File: src/rtl/sm4_pkg.sv
`default_nettype none
package sm4_pkg;

	typedef struct packed {
		logic [63:0] block_high;
		logic [63:0] block_low;
		logic        mode;
		logic        restart_chain;
	} sm4_in_t;

	typedef struct packed {
		logic [63:0] result_high;
		logic [63:0] result_low;
	} sm4_out_t;

	localparam logic [2:0] CFG_KEY_HIGH     = 3'd0;
	localparam logic [2:0] CFG_KEY_LOW      = 3'd1;
	localparam logic [2:0] CFG_IV_HIGH      = 3'd2;
	localparam logic [2:0] CFG_IV_LOW       = 3'd3;
	localparam logic [2:0] CFG_CHAINING_CBC = 3'd4;

	localparam logic [31:0] FK0 = 32'hA3B1BAC6;
	localparam logic [31:0] FK1 = 32'h56AA3350;
	localparam logic [31:0] FK2 = 32'h677D9197;
	localparam logic [31:0] FK3 = 32'hB27022DC;

	localparam logic [7:0] SBOX [256] = '{
		8'hD6,8'h90,8'hE9,8'hFE,8'hCC,8'hE1,8'h3D,8'hB7,8'h16,8'hB6,8'h14,8'hC2,8'h28,8'hFB,8'h2C,8'h05,
		8'h2B,8'h67,8'h9A,8'h76,8'h2A,8'hBE,8'h04,8'hC3,8'hAA,8'h44,8'h13,8'h26,8'h49,8'h86,8'h06,8'h99,
		8'h9C,8'h42,8'h50,8'hF4,8'h91,8'hEF,8'h98,8'h7A,8'h33,8'h54,8'h0B,8'h43,8'hED,8'hCF,8'hAC,8'h62,
		8'hE4,8'hB3,8'h1C,8'hA9,8'hC9,8'h08,8'hE8,8'h95,8'h80,8'hDF,8'h94,8'hFA,8'h75,8'h8F,8'h3F,8'hA6,
		8'h47,8'h07,8'hA7,8'hFC,8'hF3,8'h73,8'h17,8'hBA,8'h83,8'h59,8'h3C,8'h19,8'hE6,8'h85,8'h4F,8'hA8,
		8'h68,8'h6B,8'h81,8'hB2,8'h71,8'h64,8'hDA,8'h8B,8'hF8,8'hEB,8'h0F,8'h4B,8'h70,8'h56,8'h9D,8'h35,
		8'h1E,8'h24,8'h0E,8'h5E,8'h63,8'h58,8'hD1,8'hA2,8'h25,8'h22,8'h7C,8'h3B,8'h01,8'h21,8'h78,8'h87,
		8'hD4,8'h00,8'h46,8'h57,8'h9F,8'hD3,8'h27,8'h52,8'h4C,8'h36,8'h02,8'hE7,8'hA0,8'hC4,8'hC8,8'h9E,
		8'hEA,8'hBF,8'h8A,8'hD2,8'h40,8'hC7,8'h38,8'hB5,8'hA3,8'hF7,8'hF2,8'hCE,8'hF9,8'h61,8'h15,8'hA1,
		8'hE0,8'hAE,8'h5D,8'hA4,8'h9B,8'h34,8'h1A,8'h55,8'hAD,8'h93,8'h32,8'h30,8'hF5,8'h8C,8'hB1,8'hE3,
		8'h1D,8'hF6,8'hE2,8'h2E,8'h82,8'h66,8'hCA,8'h60,8'hC0,8'h29,8'h23,8'hAB,8'h0D,8'h53,8'h4E,8'h6F,
		8'hD5,8'hDB,8'h37,8'h45,8'hDE,8'hFD,8'h8E,8'h2F,8'h03,8'hFF,8'h6A,8'h72,8'h6D,8'h6C,8'h5B,8'h51,
		8'h8D,8'h1B,8'hAF,8'h92,8'hBB,8'hDD,8'hBC,8'h7F,8'h11,8'hD9,8'h5C,8'h41,8'h1F,8'h10,8'h5A,8'hD8,
		8'h0A,8'hC1,8'h31,8'h88,8'hA5,8'hCD,8'h7B,8'hBD,8'h2D,8'h74,8'hD0,8'h12,8'hB8,8'hE5,8'hB4,8'hB0,
		8'h89,8'h69,8'h97,8'h4A,8'h0C,8'h96,8'h77,8'h7E,8'h65,8'hB9,8'hF1,8'h09,8'hC5,8'h6E,8'hC6,8'h84,
		8'h18,8'hF0,8'h7D,8'hEC,8'h3A,8'hDC,8'h4D,8'h20,8'h79,8'hEE,8'h5F,8'h3E,8'hD7,8'hCB,8'h39,8'h48
	};

	// byte-wise sbox over a word
	function automatic logic [31:0] subst(input logic [31:0] a);
		subst = {SBOX[a[31:24]], SBOX[a[23:16]], SBOX[a[15:8]], SBOX[a[7:0]]};
	endfunction

	// ck byte j of word i is (4*i + j) * 7 mod 256
	function automatic logic [31:0] ck_word(input logic [4:0] i);
		logic [7:0] b0, b1, b2, b3;
		b0 = 8'({i, 2'd0}) * 8'd7;
		b1 = 8'({i, 2'd1}) * 8'd7;
		b2 = 8'({i, 2'd2}) * 8'd7;
		b3 = 8'({i, 2'd3}) * 8'd7;
		ck_word = {b0, b1, b2, b3};
	endfunction

	function automatic logic [31:0] rotl(input logic [31:0] x, input int unsigned n);
		rotl = (x << n) | (x >> (32 - n));
	endfunction

endpackage
`default_nettype wire

File: src/rtl/sm4_ram.sv
`default_nettype none
module sm4_ram #(
	parameter int WIDTH = 32,
	parameter int DEPTH = 32
) (
	input  wire logic                     clk,
	input  wire logic                     we,
	input  wire logic [$clog2(DEPTH)-1:0] waddr,
	input  wire logic [WIDTH-1:0]         wdata,
	input  wire logic [$clog2(DEPTH)-1:0] raddr,
	output logic      [WIDTH-1:0]         rdata
);

	logic [WIDTH-1:0] mem_q [DEPTH];

	always_ff @(posedge clk) begin
		if (we) begin
			mem_q[waddr] <= wdata;
		end
		rdata <= mem_q[raddr];
	end

endmodule
`default_nettype wire

File: src/rtl/sm4_block_cipher_ecb_cbc_core.sv
// sm4 block engine, ecb or cbc, one 128-bit block per transfer
// flow: input transfer, then 32 rounds with one key ram read each, then the output load once the
//   output register is free; when the round keys are stale they are expanded first
// accept: a new block is taken only in idle, after the previous one is loaded into the output
//   register; the 32-round loop runs over the single key ram port
// key expansion: 32 round keys and a read prefetch, at the next block after reset or any key register write
// reset: control, chaining value and config registers clear; key ram content is not cleared
`default_nettype none
module sm4_block_cipher_ecb_cbc_core (
	input  wire logic             clk,
	input  wire logic             arst_n,
	input  wire logic             in_valid,
	output logic                  in_ready,
	input  wire sm4_pkg::sm4_in_t in_data,
	output logic                  out_valid,
	input  wire logic             out_ready,
	output sm4_pkg::sm4_out_t     out_data,
	input  wire logic             cfg_valid,
	output logic                  cfg_ready,
	input  wire logic [2:0]       cfg_index,
	input  wire logic [63:0]      cfg_data
);

	typedef enum logic [4:0] {
		ST_IDLE   = 5'b00001,
		ST_EXPAND = 5'b00010,
		ST_PREP   = 5'b00100,
		ST_ROUND  = 5'b01000,
		ST_DONE   = 5'b10000
	} state_t;

	state_t state_q;

	// configuration registers
	logic [63:0] key_high_q, key_low_q, iv_high_q, iv_low_q;
	logic        cbc_q;
	logic        keys_valid_q;

	// working state of the current block
	logic [31:0]  x0_q, x1_q, x2_q, x3_q;
	logic [31:0]  k0_q, k1_q, k2_q, k3_q;
	logic [4:0]   cnt_q;
	logic         mode_q;
	logic [127:0] blk_q;
	logic [127:0] chain_q;
	logic         out_valid_q;
	logic [127:0] out_q;

	logic         in_xfer;
	logic [127:0] chain_sel;
	logic [127:0] blk_in;
	logic [127:0] x_init;
	logic [31:0]  sub_in, t_sub, key_new, blk_new;
	logic [4:0]   rd_idx, raddr;
	logic         rd_mode;
	logic [31:0]  rk;
	logic         ram_we;
	logic [127:0] res_raw, res_fin;
	logic         out_free;

	assign cfg_ready = 1'b1;
	assign in_ready  = (state_q == ST_IDLE);
	assign in_xfer   = in_valid && in_ready;
	assign out_valid = out_valid_q;
	assign out_data  = sm4_pkg::sm4_out_t'(out_q);
	assign out_free  = !out_valid_q || out_ready;

	// chaining value as seen by this block, iv reload first
	assign chain_sel = in_data.restart_chain ? {iv_high_q, iv_low_q} : chain_q;
	assign blk_in    = {in_data.block_high, in_data.block_low};
	assign x_init    = (cbc_q && !in_data.mode) ? (blk_in ^ chain_sel) : blk_in;

	// one shared sbox word for both key schedule and rounds
	always_comb begin
		if (state_q == ST_EXPAND) begin
			sub_in = k1_q ^ k2_q ^ k3_q ^ sm4_pkg::ck_word(cnt_q);
		end else begin
			sub_in = x1_q ^ x2_q ^ x3_q ^ rk;
		end
	end

	assign t_sub   = sm4_pkg::subst(sub_in);
	assign key_new = k0_q ^ t_sub ^ sm4_pkg::rotl(t_sub, 13) ^ sm4_pkg::rotl(t_sub, 23);
	assign blk_new = x0_q ^ t_sub ^ sm4_pkg::rotl(t_sub, 2) ^ sm4_pkg::rotl(t_sub, 10)
		^ sm4_pkg::rotl(t_sub, 18) ^ sm4_pkg::rotl(t_sub, 24);

	// round key prefetch: address of the next round, reversed for decrypt (31 - i == ~i)
	assign rd_idx  = (state_q == ST_IDLE || state_q == ST_PREP) ? 5'd0 : cnt_q + 5'd1;
	assign rd_mode = (state_q == ST_IDLE) ? in_data.mode : mode_q;
	assign raddr   = rd_mode ? ~rd_idx : rd_idx;
	assign ram_we  = (state_q == ST_EXPAND);

	sm4_ram #(
		.WIDTH(32),
		.DEPTH(32)
	) u_rk_ram (
		.clk  (clk),
		.we   (ram_we),
		.waddr(cnt_q),
		.wdata(key_new),
		.raddr(raddr),
		.rdata(rk)
	);

	// final reverse word order, cbc decrypt xors the chaining value afterwards
	assign res_raw = {x3_q, x2_q, x1_q, x0_q};
	assign res_fin = (cbc_q && mode_q) ? (res_raw ^ chain_q) : res_raw;

	// configuration writes; the user must issue them only while no block is in flight, the block does not enforce it
	always_ff @(posedge clk or negedge arst_n) begin
		if (!arst_n) begin
			key_high_q <= '0;
			key_low_q  <= '0;
			iv_high_q  <= '0;
			iv_low_q   <= '0;
			cbc_q      <= 1'b0;
		end else if (cfg_valid) begin
			unique case (cfg_index)
				sm4_pkg::CFG_KEY_HIGH:     key_high_q <= cfg_data;
				sm4_pkg::CFG_KEY_LOW:      key_low_q  <= cfg_data;
				sm4_pkg::CFG_IV_HIGH:      iv_high_q  <= cfg_data;
				sm4_pkg::CFG_IV_LOW:       iv_low_q   <= cfg_data;
				sm4_pkg::CFG_CHAINING_CBC: cbc_q      <= cfg_data[0];
				default: ;
			endcase
		end
	end

	// control
	always_ff @(posedge clk or negedge arst_n) begin
		if (!arst_n) begin
			state_q      <= ST_IDLE;
			keys_valid_q <= 1'b0;
			cnt_q        <= '0;
			chain_q      <= '0;
			out_valid_q  <= 1'b0;
		end else begin
			// output register: load a finished block, else free it on an output transfer
			if (state_q == ST_DONE && out_free) begin
				out_valid_q <= 1'b1;
			end else if (out_valid_q && out_ready) begin
				out_valid_q <= 1'b0;
			end
			// a key write makes the round keys stale
			if (cfg_valid && (cfg_index == sm4_pkg::CFG_KEY_HIGH
				|| cfg_index == sm4_pkg::CFG_KEY_LOW)) begin
				keys_valid_q <= 1'b0;
			end else if (state_q == ST_EXPAND && cnt_q == 5'd31) begin
				keys_valid_q <= 1'b1;
			end
			unique case (state_q)
				ST_IDLE: begin
					if (in_xfer) begin
						chain_q <= chain_sel;
						cnt_q   <= '0;
						state_q <= keys_valid_q ? ST_ROUND : ST_EXPAND;
					end
				end
				ST_EXPAND: begin
					cnt_q <= cnt_q + 5'd1;
					if (cnt_q == 5'd31) begin
						state_q <= ST_PREP;
					end
				end
				ST_PREP: begin
					cnt_q   <= '0;
					state_q <= ST_ROUND;
				end
				ST_ROUND: begin
					cnt_q <= cnt_q + 5'd1;
					if (cnt_q == 5'd31) begin
						state_q <= ST_DONE;
					end
				end
				ST_DONE: begin
					// hold the finished block until the output register frees up
					if (out_free) begin
						if (cbc_q) begin
							chain_q <= mode_q ? blk_q : res_fin;
						end
						state_q <= ST_IDLE;
					end
				end
				default: state_q <= ST_IDLE;
			endcase
		end
	end

	// datapath registers
	always_ff @(posedge clk) begin
		if (in_xfer) begin
			{x0_q, x1_q, x2_q, x3_q} <= x_init;
			mode_q <= in_data.mode;
			blk_q  <= blk_in;
			k0_q   <= key_high_q[63:32] ^ sm4_pkg::FK0;
			k1_q   <= key_high_q[31:0]  ^ sm4_pkg::FK1;
			k2_q   <= key_low_q[63:32]  ^ sm4_pkg::FK2;
			k3_q   <= key_low_q[31:0]   ^ sm4_pkg::FK3;
		end
		if (state_q == ST_EXPAND) begin
			{k0_q, k1_q, k2_q, k3_q} <= {k1_q, k2_q, k3_q, key_new};
		end
		if (state_q == ST_ROUND) begin
			{x0_q, x1_q, x2_q, x3_q} <= {x1_q, x2_q, x3_q, blk_new};
		end
		if (state_q == ST_DONE && out_free) begin
			out_q <= res_fin;
		end
	end

endmodule
`default_nettype wire
File: config.mk
export PLATFORM = sky130hd
export DESIGN_NAME = sm4_block_cipher_ecb_cbc_core
export DESIGN_NICKNAME = d
export VERILOG_FILES = /design/src/rtl/sm4_pkg.sv /design/src/rtl/sm4_ram.sv /design/src/rtl/sm4_block_cipher_ecb_cbc_core.sv
export SDC_FILE = /design/constraint.sdc
export NUM_CORES = 2
export LEC_CHECK = 0
export BUFFER_PORTS_ARGS = -buffer_cell sky130_fd_sc_hd__buf_2
export CAP_MARGIN = 25
export CORE_ASPECT_RATIO = 2
export CORE_MARGIN = 2
export CORE_UTILIZATION = 25
export DETAILED_ROUTE_END_ITERATION = 7
export PLACE_DENSITY_LB_ADDON = 0.08
export SLEW_MARGIN = 5
export SYNTH_ARGS = -nofsm -noshare
export SYNTH_HDL_FRONTEND = slang
export SYNTH_SLANG_ARGS = --single-unit
File: constraint.sdc
create_clock -name clk -period 9.5 [get_ports clk]
set_input_delay 0.475 -clock clk [delete_from_list [all_inputs] [get_ports clk]]
set_output_delay 0.475 -clock clk [all_outputs]
set_load 0.02 [all_outputs]
Word-level counts from Yosys, hierarchy flattened
Memories as Yosys holds them, arrays and structs flattened. A register that Yosys moved wholly into a read port is not among the register bits.
Cells that the tools add are included.
Operators by class
  div/mod/pow operators: 0
  add/sub/neg operators: 1
  equality and inequality tests: 15
  reduce and logical (&&, ||, !) cells: 28
  bitwise gates (word level): 31
  multipliers: 4
  muxes and demuxes: 50
  shifts and indexed selects: 0
  order comparisons: 4
Operators with widths (count)
  $mux 128: 7
  $mux 32: 17
  $xor 32x32->32: 14
  $pmux 128 s2: 1
  $xor 128x128->128: 2
  $mux 8: 8
  $ge 9x9->1 const B: 4
  $not 8->9: 4
  $mux 5: 7
  $or 32x10->32: 1
  $or 32x13->32: 1
  $or 32x18->32: 1
  $or 32x2->32: 1
  $or 32x23->32: 1
  $or 32x24->32: 1
  $not 14->14: 2
  $pmux 5 s5: 1
  $not 19->19: 1
  $not 17->17: 1
  $mul 7x3->8 const B: 2
  $pmux 5 s3: 1
  $reduce_and 2->1: 6
  $eq 5x5->1 const B: 2
  $reduce_bool 2->1: 5
  other kinds (22): 42
Word-level totals
  memory bits (read-only): 8192
  output and inout bits: 131
  memory bits (writable): 1024
  memories kept: 5
  logic and storage cells: 159
  latch bits: 0
  input bits: 202
  bits in registers: 910
Memory list
  (no name shown): words 256, width 8, rd ports 1, clocked after Yosys merged registers in 0, write ports 0, RTL line sm4_pkg.sv:48  | subst = {SBOX[a[31:24]], SBOX[a[23:16]], SBOX[a[15:8]], SBOX[a[7:0]]};
  (no name shown): words 256, width 8, rd ports 1, clocked after Yosys merged registers in 0, write ports 0, RTL line sm4_pkg.sv:48
  (no name shown): words 256, width 8, rd ports 1, clocked after Yosys merged registers in 0, write ports 0, RTL line sm4_pkg.sv:48
  (no name shown): words 256, width 8, rd ports 1, clocked after Yosys merged registers in 0, write ports 0, RTL line sm4_pkg.sv:48
  u_rk_ram.mem_q: words 32, width 32, rd ports 1, clocked after Yosys merged registers in 1, write ports 1, RTL line sm4_ram.sv:14  | logic [WIDTH-1:0] mem_q [DEPTH];

Logic depth before layout (Yosys ltp)
  word-level depth: 14
  depth in mapped cells: 22
  mapped depth without buffers: 16

Modules after synthesis
A second synthesis with hierarchy kept.
Second synthesis, totals
  cell total of the unflattened synthesis: 8250
  area total of the unflattened synthesis: 99948.4 um^2
Modules (own cells, without submodules)
  sm4_block_cipher_ecb_cbc_core: cells an instance 5990, times used 1, area each 59463.3 um^2, seq. area each 25340.6 um^2
  sm4_ram: cells an instance 2260, times used 1, area each 40485.1 um^2, seq. area each 31390.1 um^2

Worst setup path before layout
OpenSTA, ideal clock, no wires.
  path type: flip-flop to flip-flop
  start: reg state_q[4]
  end: reg chain_q[10]
  stages on the path, launching flop included: 12
  data arrival time: 8435 ps
  period minus slack after synthesis: 8513 ps
  path slack: 987 ps
  setup time: 77 ps
  buffers on the path: 5
  required time: 9423 ps
  cells stage by stage: dfrtp_1 buf_2 clkbuf_1 clkbuf_1 nand3_1 nor2_1 a21oi_1 clkbuf_1 nor2_1 clkbuf_1 nor2_1 a21oi_1
Between the ends
  word-level cells in the longest chain between the ends: 4
  elaborated cells on any way between the ends: 9
  classes of those cells: eq/ne (5); mux (1); reduce/logical (3)
RTL lines
  from (decl): RTL line sm4_block_cipher_ecb_cbc_core.sv:32  | state_t state_q;
  from (signal assigned): RTL line sm4_block_cipher_ecb_cbc_core.sv:156  | state_q <= keys_valid_q ? ST_ROUND : ST_EXPAND;
  $eq 5x1->1: RTL line sm4_block_cipher_ecb_cbc_core.sv:62, sm4_block_cipher_ecb_cbc_core.sv:151
  $logic_and 1x1->1: RTL line sm4_block_cipher_ecb_cbc_core.sv:63  | assign in_xfer = in_valid && in_ready;
  $ne 2x1->1 (no source line)
  $reduce_and 4->1 (no source line)
  to (signal assigned): RTL line sm4_block_cipher_ecb_cbc_core.sv:154  | chain_q <= chain_sel;
  to (signal assigned): RTL line sm4_block_cipher_ecb_cbc_core.sv:179  | chain_q <= mode_q ? blk_q : res_fin;
  to (decl): RTL line sm4_block_cipher_ecb_cbc_core.sv:45  | logic [127:0] chain_q;
Several ways; a longest one is shown, not always the timed one.
A chain may end at the register's enable or synchronous reset.

Worst setup path after layout
  start: reg state_q[2]
  end: reg x3_q[26] (data pin)
Between the ends
  word-level cells in the longest chain between the ends: 12
  elaborated cells on any way between the ends: 29
  classes of those cells: eq/ne (2); mux (10); bitwise (13); memory (4)
RTL lines
  $eq 5x2->1: RTL line sm4_block_cipher_ecb_cbc_core.sv:75  | if (state_q == ST_EXPAND) begin
  $mux 32: RTL line sm4_block_cipher_ecb_cbc_core.sv:75
  $not 8->9 (implied by the code): RTL line sm4_pkg.sv:48
  $mem_v2 256x8
  $mux 8 (implied by the code) (2 in series): RTL line sm4_pkg.sv:48
  $xor 32x32->32 / $or 32x2->32 (equally long branches): RTL line sm4_block_cipher_ecb_cbc_core.sv:84, sm4_pkg.sv:62
  $xor 32x32->32 (2 in series): RTL line sm4_block_cipher_ecb_cbc_core.sv:84  | assign blk_new = x0_q ^ t_sub ^ sm4_pkg::rotl(t_sub, 2) ^ sm4_pkg::rotl(t_sub, 10)
  $xor 32x32->32 (2 in series): RTL line sm4_block_cipher_ecb_cbc_core.sv:85  | ^ sm4_pkg::rotl(t_sub, 18) ^ sm4_pkg::rotl(t_sub, 24);
  $mux 32 *: RTL line sm4_block_cipher_ecb_cbc_core.sv:203  | if (state_q == ST_ROUND) begin
  to (signal assigned): RTL line sm4_block_cipher_ecb_cbc_core.sv:192  | {x0_q, x1_q, x2_q, x3_q} <= x_init;
  to (signal assigned): RTL line sm4_block_cipher_ecb_cbc_core.sv:204  | {x0_q, x1_q, x2_q, x3_q} <= {x1_q, x2_q, x3_q, blk_new};
  to (decl): RTL line sm4_block_cipher_ecb_cbc_core.sv:40  | logic [31:0] x0_q, x1_q, x2_q, x3_q;
Every way passes the cells marked *; elsewhere a longest branch is shown, timed or not. The select of a mux whose other input is x is not followed.

==> results.toml <==
[worst_setup_path]
arrival_ps = 8540
critPathRequiredTime_ps = 10070
critPathKind = "reg -> reg"
path_max_fanout = 50
endpoint_kind = "register"
crit_path_start_kind = "register"

[cells_and_area]
multi_input_area_um2 = 40900
seq_area_um2 = 56700
nets = 8609
fillers = 40400
drive_above_1_share_pct = 22.8
area_growth_pct = 18.4
finalInstanceArea_um2 = 117000

[sta]
report.final.setup_viol = 0
tightest_slew_ps = 1310
clock.fmax_mhz = 125
relSlewSlack_pct = 11.3
hold_viol_final = 0
fin_crit_ps = 7980
rsz0062_at_grt = "no"
clock_skew_ps = 89.3
setup_tns_ps = 0
slew_violations = 0
fin_crit_sh_pct = 84.0

[yosys]
synth-edff-count = 1537
synth.most_common_cell = "edfxtp_1"
synth_area_um2 = 99100
netlist_top_cells_area = "edfxtp_1, dfrtp_1, mux4_2"
syn_area_per_cell_um2 = 12.6
synth_fp_nets = 8106
async_reset_ff_share_pct = 20.2
synthCells = 7862
ys_seq_area_share_pct = 57.2
synth_cell_types = 119
synth.largest_area_cell = "edfxtp_1"
synthFlopType = "edfxtp_1"
synth_seq_cells = 1966
ys.warnings.count = 0
synth_top_area_share_pct = 46.6
synth_common_cells = "edfxtp_1, nand2_1, nor2_1"

[floorplan]
die-area_um2 = 402000
dieHeight_um = 895
rows = 327
start_util_pct = 25.1
core_area_um2 = 396000
die_w_um = 449
io_pins = 333

[clock_network]
cts_hold_buffers = 168
cts_tree = "done"
htreeDepth = 4
clockBufferDepth = 4
cts_root_buffer = "clkbuf_16"
cts.sinks = 1966
numCtsBuffers = 202
insertion_delay_ps = 930
clkTransAtPathRegs_ps = 70
cts_setup_buffers = 0
cts_resized = 0

[drt]
totalWireLength_um = 519000
firstDrtPassIters = 8
dr.first_iter.drc_count = 6656
drtAntennaViolNets = 0
vias_per_cell = 5.27
wl_per_cell_um = 37.6
vias = 72700
drc = 0

[place]
portBuffers = 331
dp_hpwl_um = 368000
dpl_cell_area_um2 = 109000
place_congestion = 1.03

[grt]
grt-ovfl-total = 0
grt_pass1_vias = 74500
grt_busiest_layer = "met2"
met1_usage_pct = 27.8
grt_max_degree = 139
grt_pass1_wl_um = 694000
grtUsageMet3_pct = 2.92
grtUsageTotal_pct = 25.2
grt_util_met2_pct = 45.5
antenna_found_initial = 71

[hold_path]
hp-class = "in -> reg"

[run]
drv_cap = 0

[run_status]
outcome = "completed"
-- cells by family after synthesis --
group | after synthesis | share of synthesized area, %
AND/OR/NAND/NOR | 1782 | 7.46
multiplexers | 971 | 13.7
AO/OA/AOI/OAI | 1812 | 11.9
XOR/XNOR | 668 | 6.56
flip-flops | 1966 | 57.2
buffers and inverters | 617 | 2.57
adder cells (fa/ha/maj) | 45 | 0.613
other | 1 | 0.00378
-- stage by stage --
stage | hold WS [ps] | setup slack (ps) | util [%] | instances
after floorplan | 179 | 987 | - | 7862
after global placement | 487 | 540 | 27.5 | 13200
after detailed placement | 493 | 1710 | 27.6 | 13300
after CTS | 2.72 | 1670 | 29.6 | 13800
after global routing | 18.7 | 1490 | 29.7 | 13800
final | 60.9 | 1520 | 29.7 | 13800
-- per-layer routing --
| metal | share of wire [%] | wire [um] |
|---|---|---|
| met1 | 36 | 189000 |
| met2 | 51 | 266000 |
| met3 | 4.2 | 22000 |
| met4 | 8.1 | 41900 |
| met5 | 0.029 | 150 |
-- final cells by class --
class	count	area share (%)
flip-flops and latches	1966	48.3
repair buffers	875	5.48
diodes	11	0.0235
clock inverters	104	0.776
clock buffers	265	4.75
inverters	41	0.138
well taps	5264	5.61
multi-input cells	5279	34.9
-- flip-flops by register name (all words and copies together) (netlist names), 64 cells and up --
| register | cells |
|---|---|
| out_data | 128 |
| iv_high_q | 64 |
| blk_q | 128 |
| u_rk_ram.mem_q | 1024 |
| chain_q | 128 |
| iv_low_q | 64 |
| key_high_q | 64 |
| key_low_q | 64 |
-- cells in the final DEF, fill, tap and decap left out, types with 75 or more instances in the layout --
| master | instances |
|---|---|
| nor3_1 | 100 |
| nor2_1 | 530 |
| nand2_1 | 859 |
| clkbuf_16 | 208 |
| a21oi_1 | 407 |
| mux2i_1 | 218 |
| buf_4 | 352 |
| o211ai_1 | 109 |
| dlygate4sd3_1 | 168 |
| o21ai_0 | 545 |
| nand3_1 | 115 |
| mux4_2 | 257 |
| xor2_1 | 136 |
| o22ai_1 | 75 |
| edfxtp_1 | 1537 |
| dfrtp_1 | 396 |
| buf_2 | 329 |
| mux2_2 | 472 |
| xnor2_1 | 438 |
-- worst paths after layout --
check	end	depth (start not counted)	slack, ps	start
worst max-delay path	x3_q[26]	16	1520	state_q[2]
worst min-delay path	iv_high_q[38]	2	60	cfg_data[38]
worst max register to register	x3_q[26]	16	1520	state_q[2]
worst min register to register	key_low_q[0]	1	500	key_low_q[0]
max in group asynchronous	iv_low_q[51]	4	7240	arst_n
min in group asynchronous	chain_q[60]	2	100	arst_n
-- worst max-delay path, cell delays in order, from the launching register on --
cell and delay, ps:
dfrtp_1 500, nor4b_4 880, nand2_8 460, a21oi_2 930, inv_2 70, buf_4 270, ha_1 470, and2_1 350
a22oi_1 550, o311ai_0 610, a32oi_1 400, nand4_1 680, xnor2_2 610, xnor2_1 300, xnor2_2 170, buf_6 200
a21oi_1 120
Power is not shown: default switching activity piles up to over one toggle a cycle in this logic, so the estimate is an artifact.
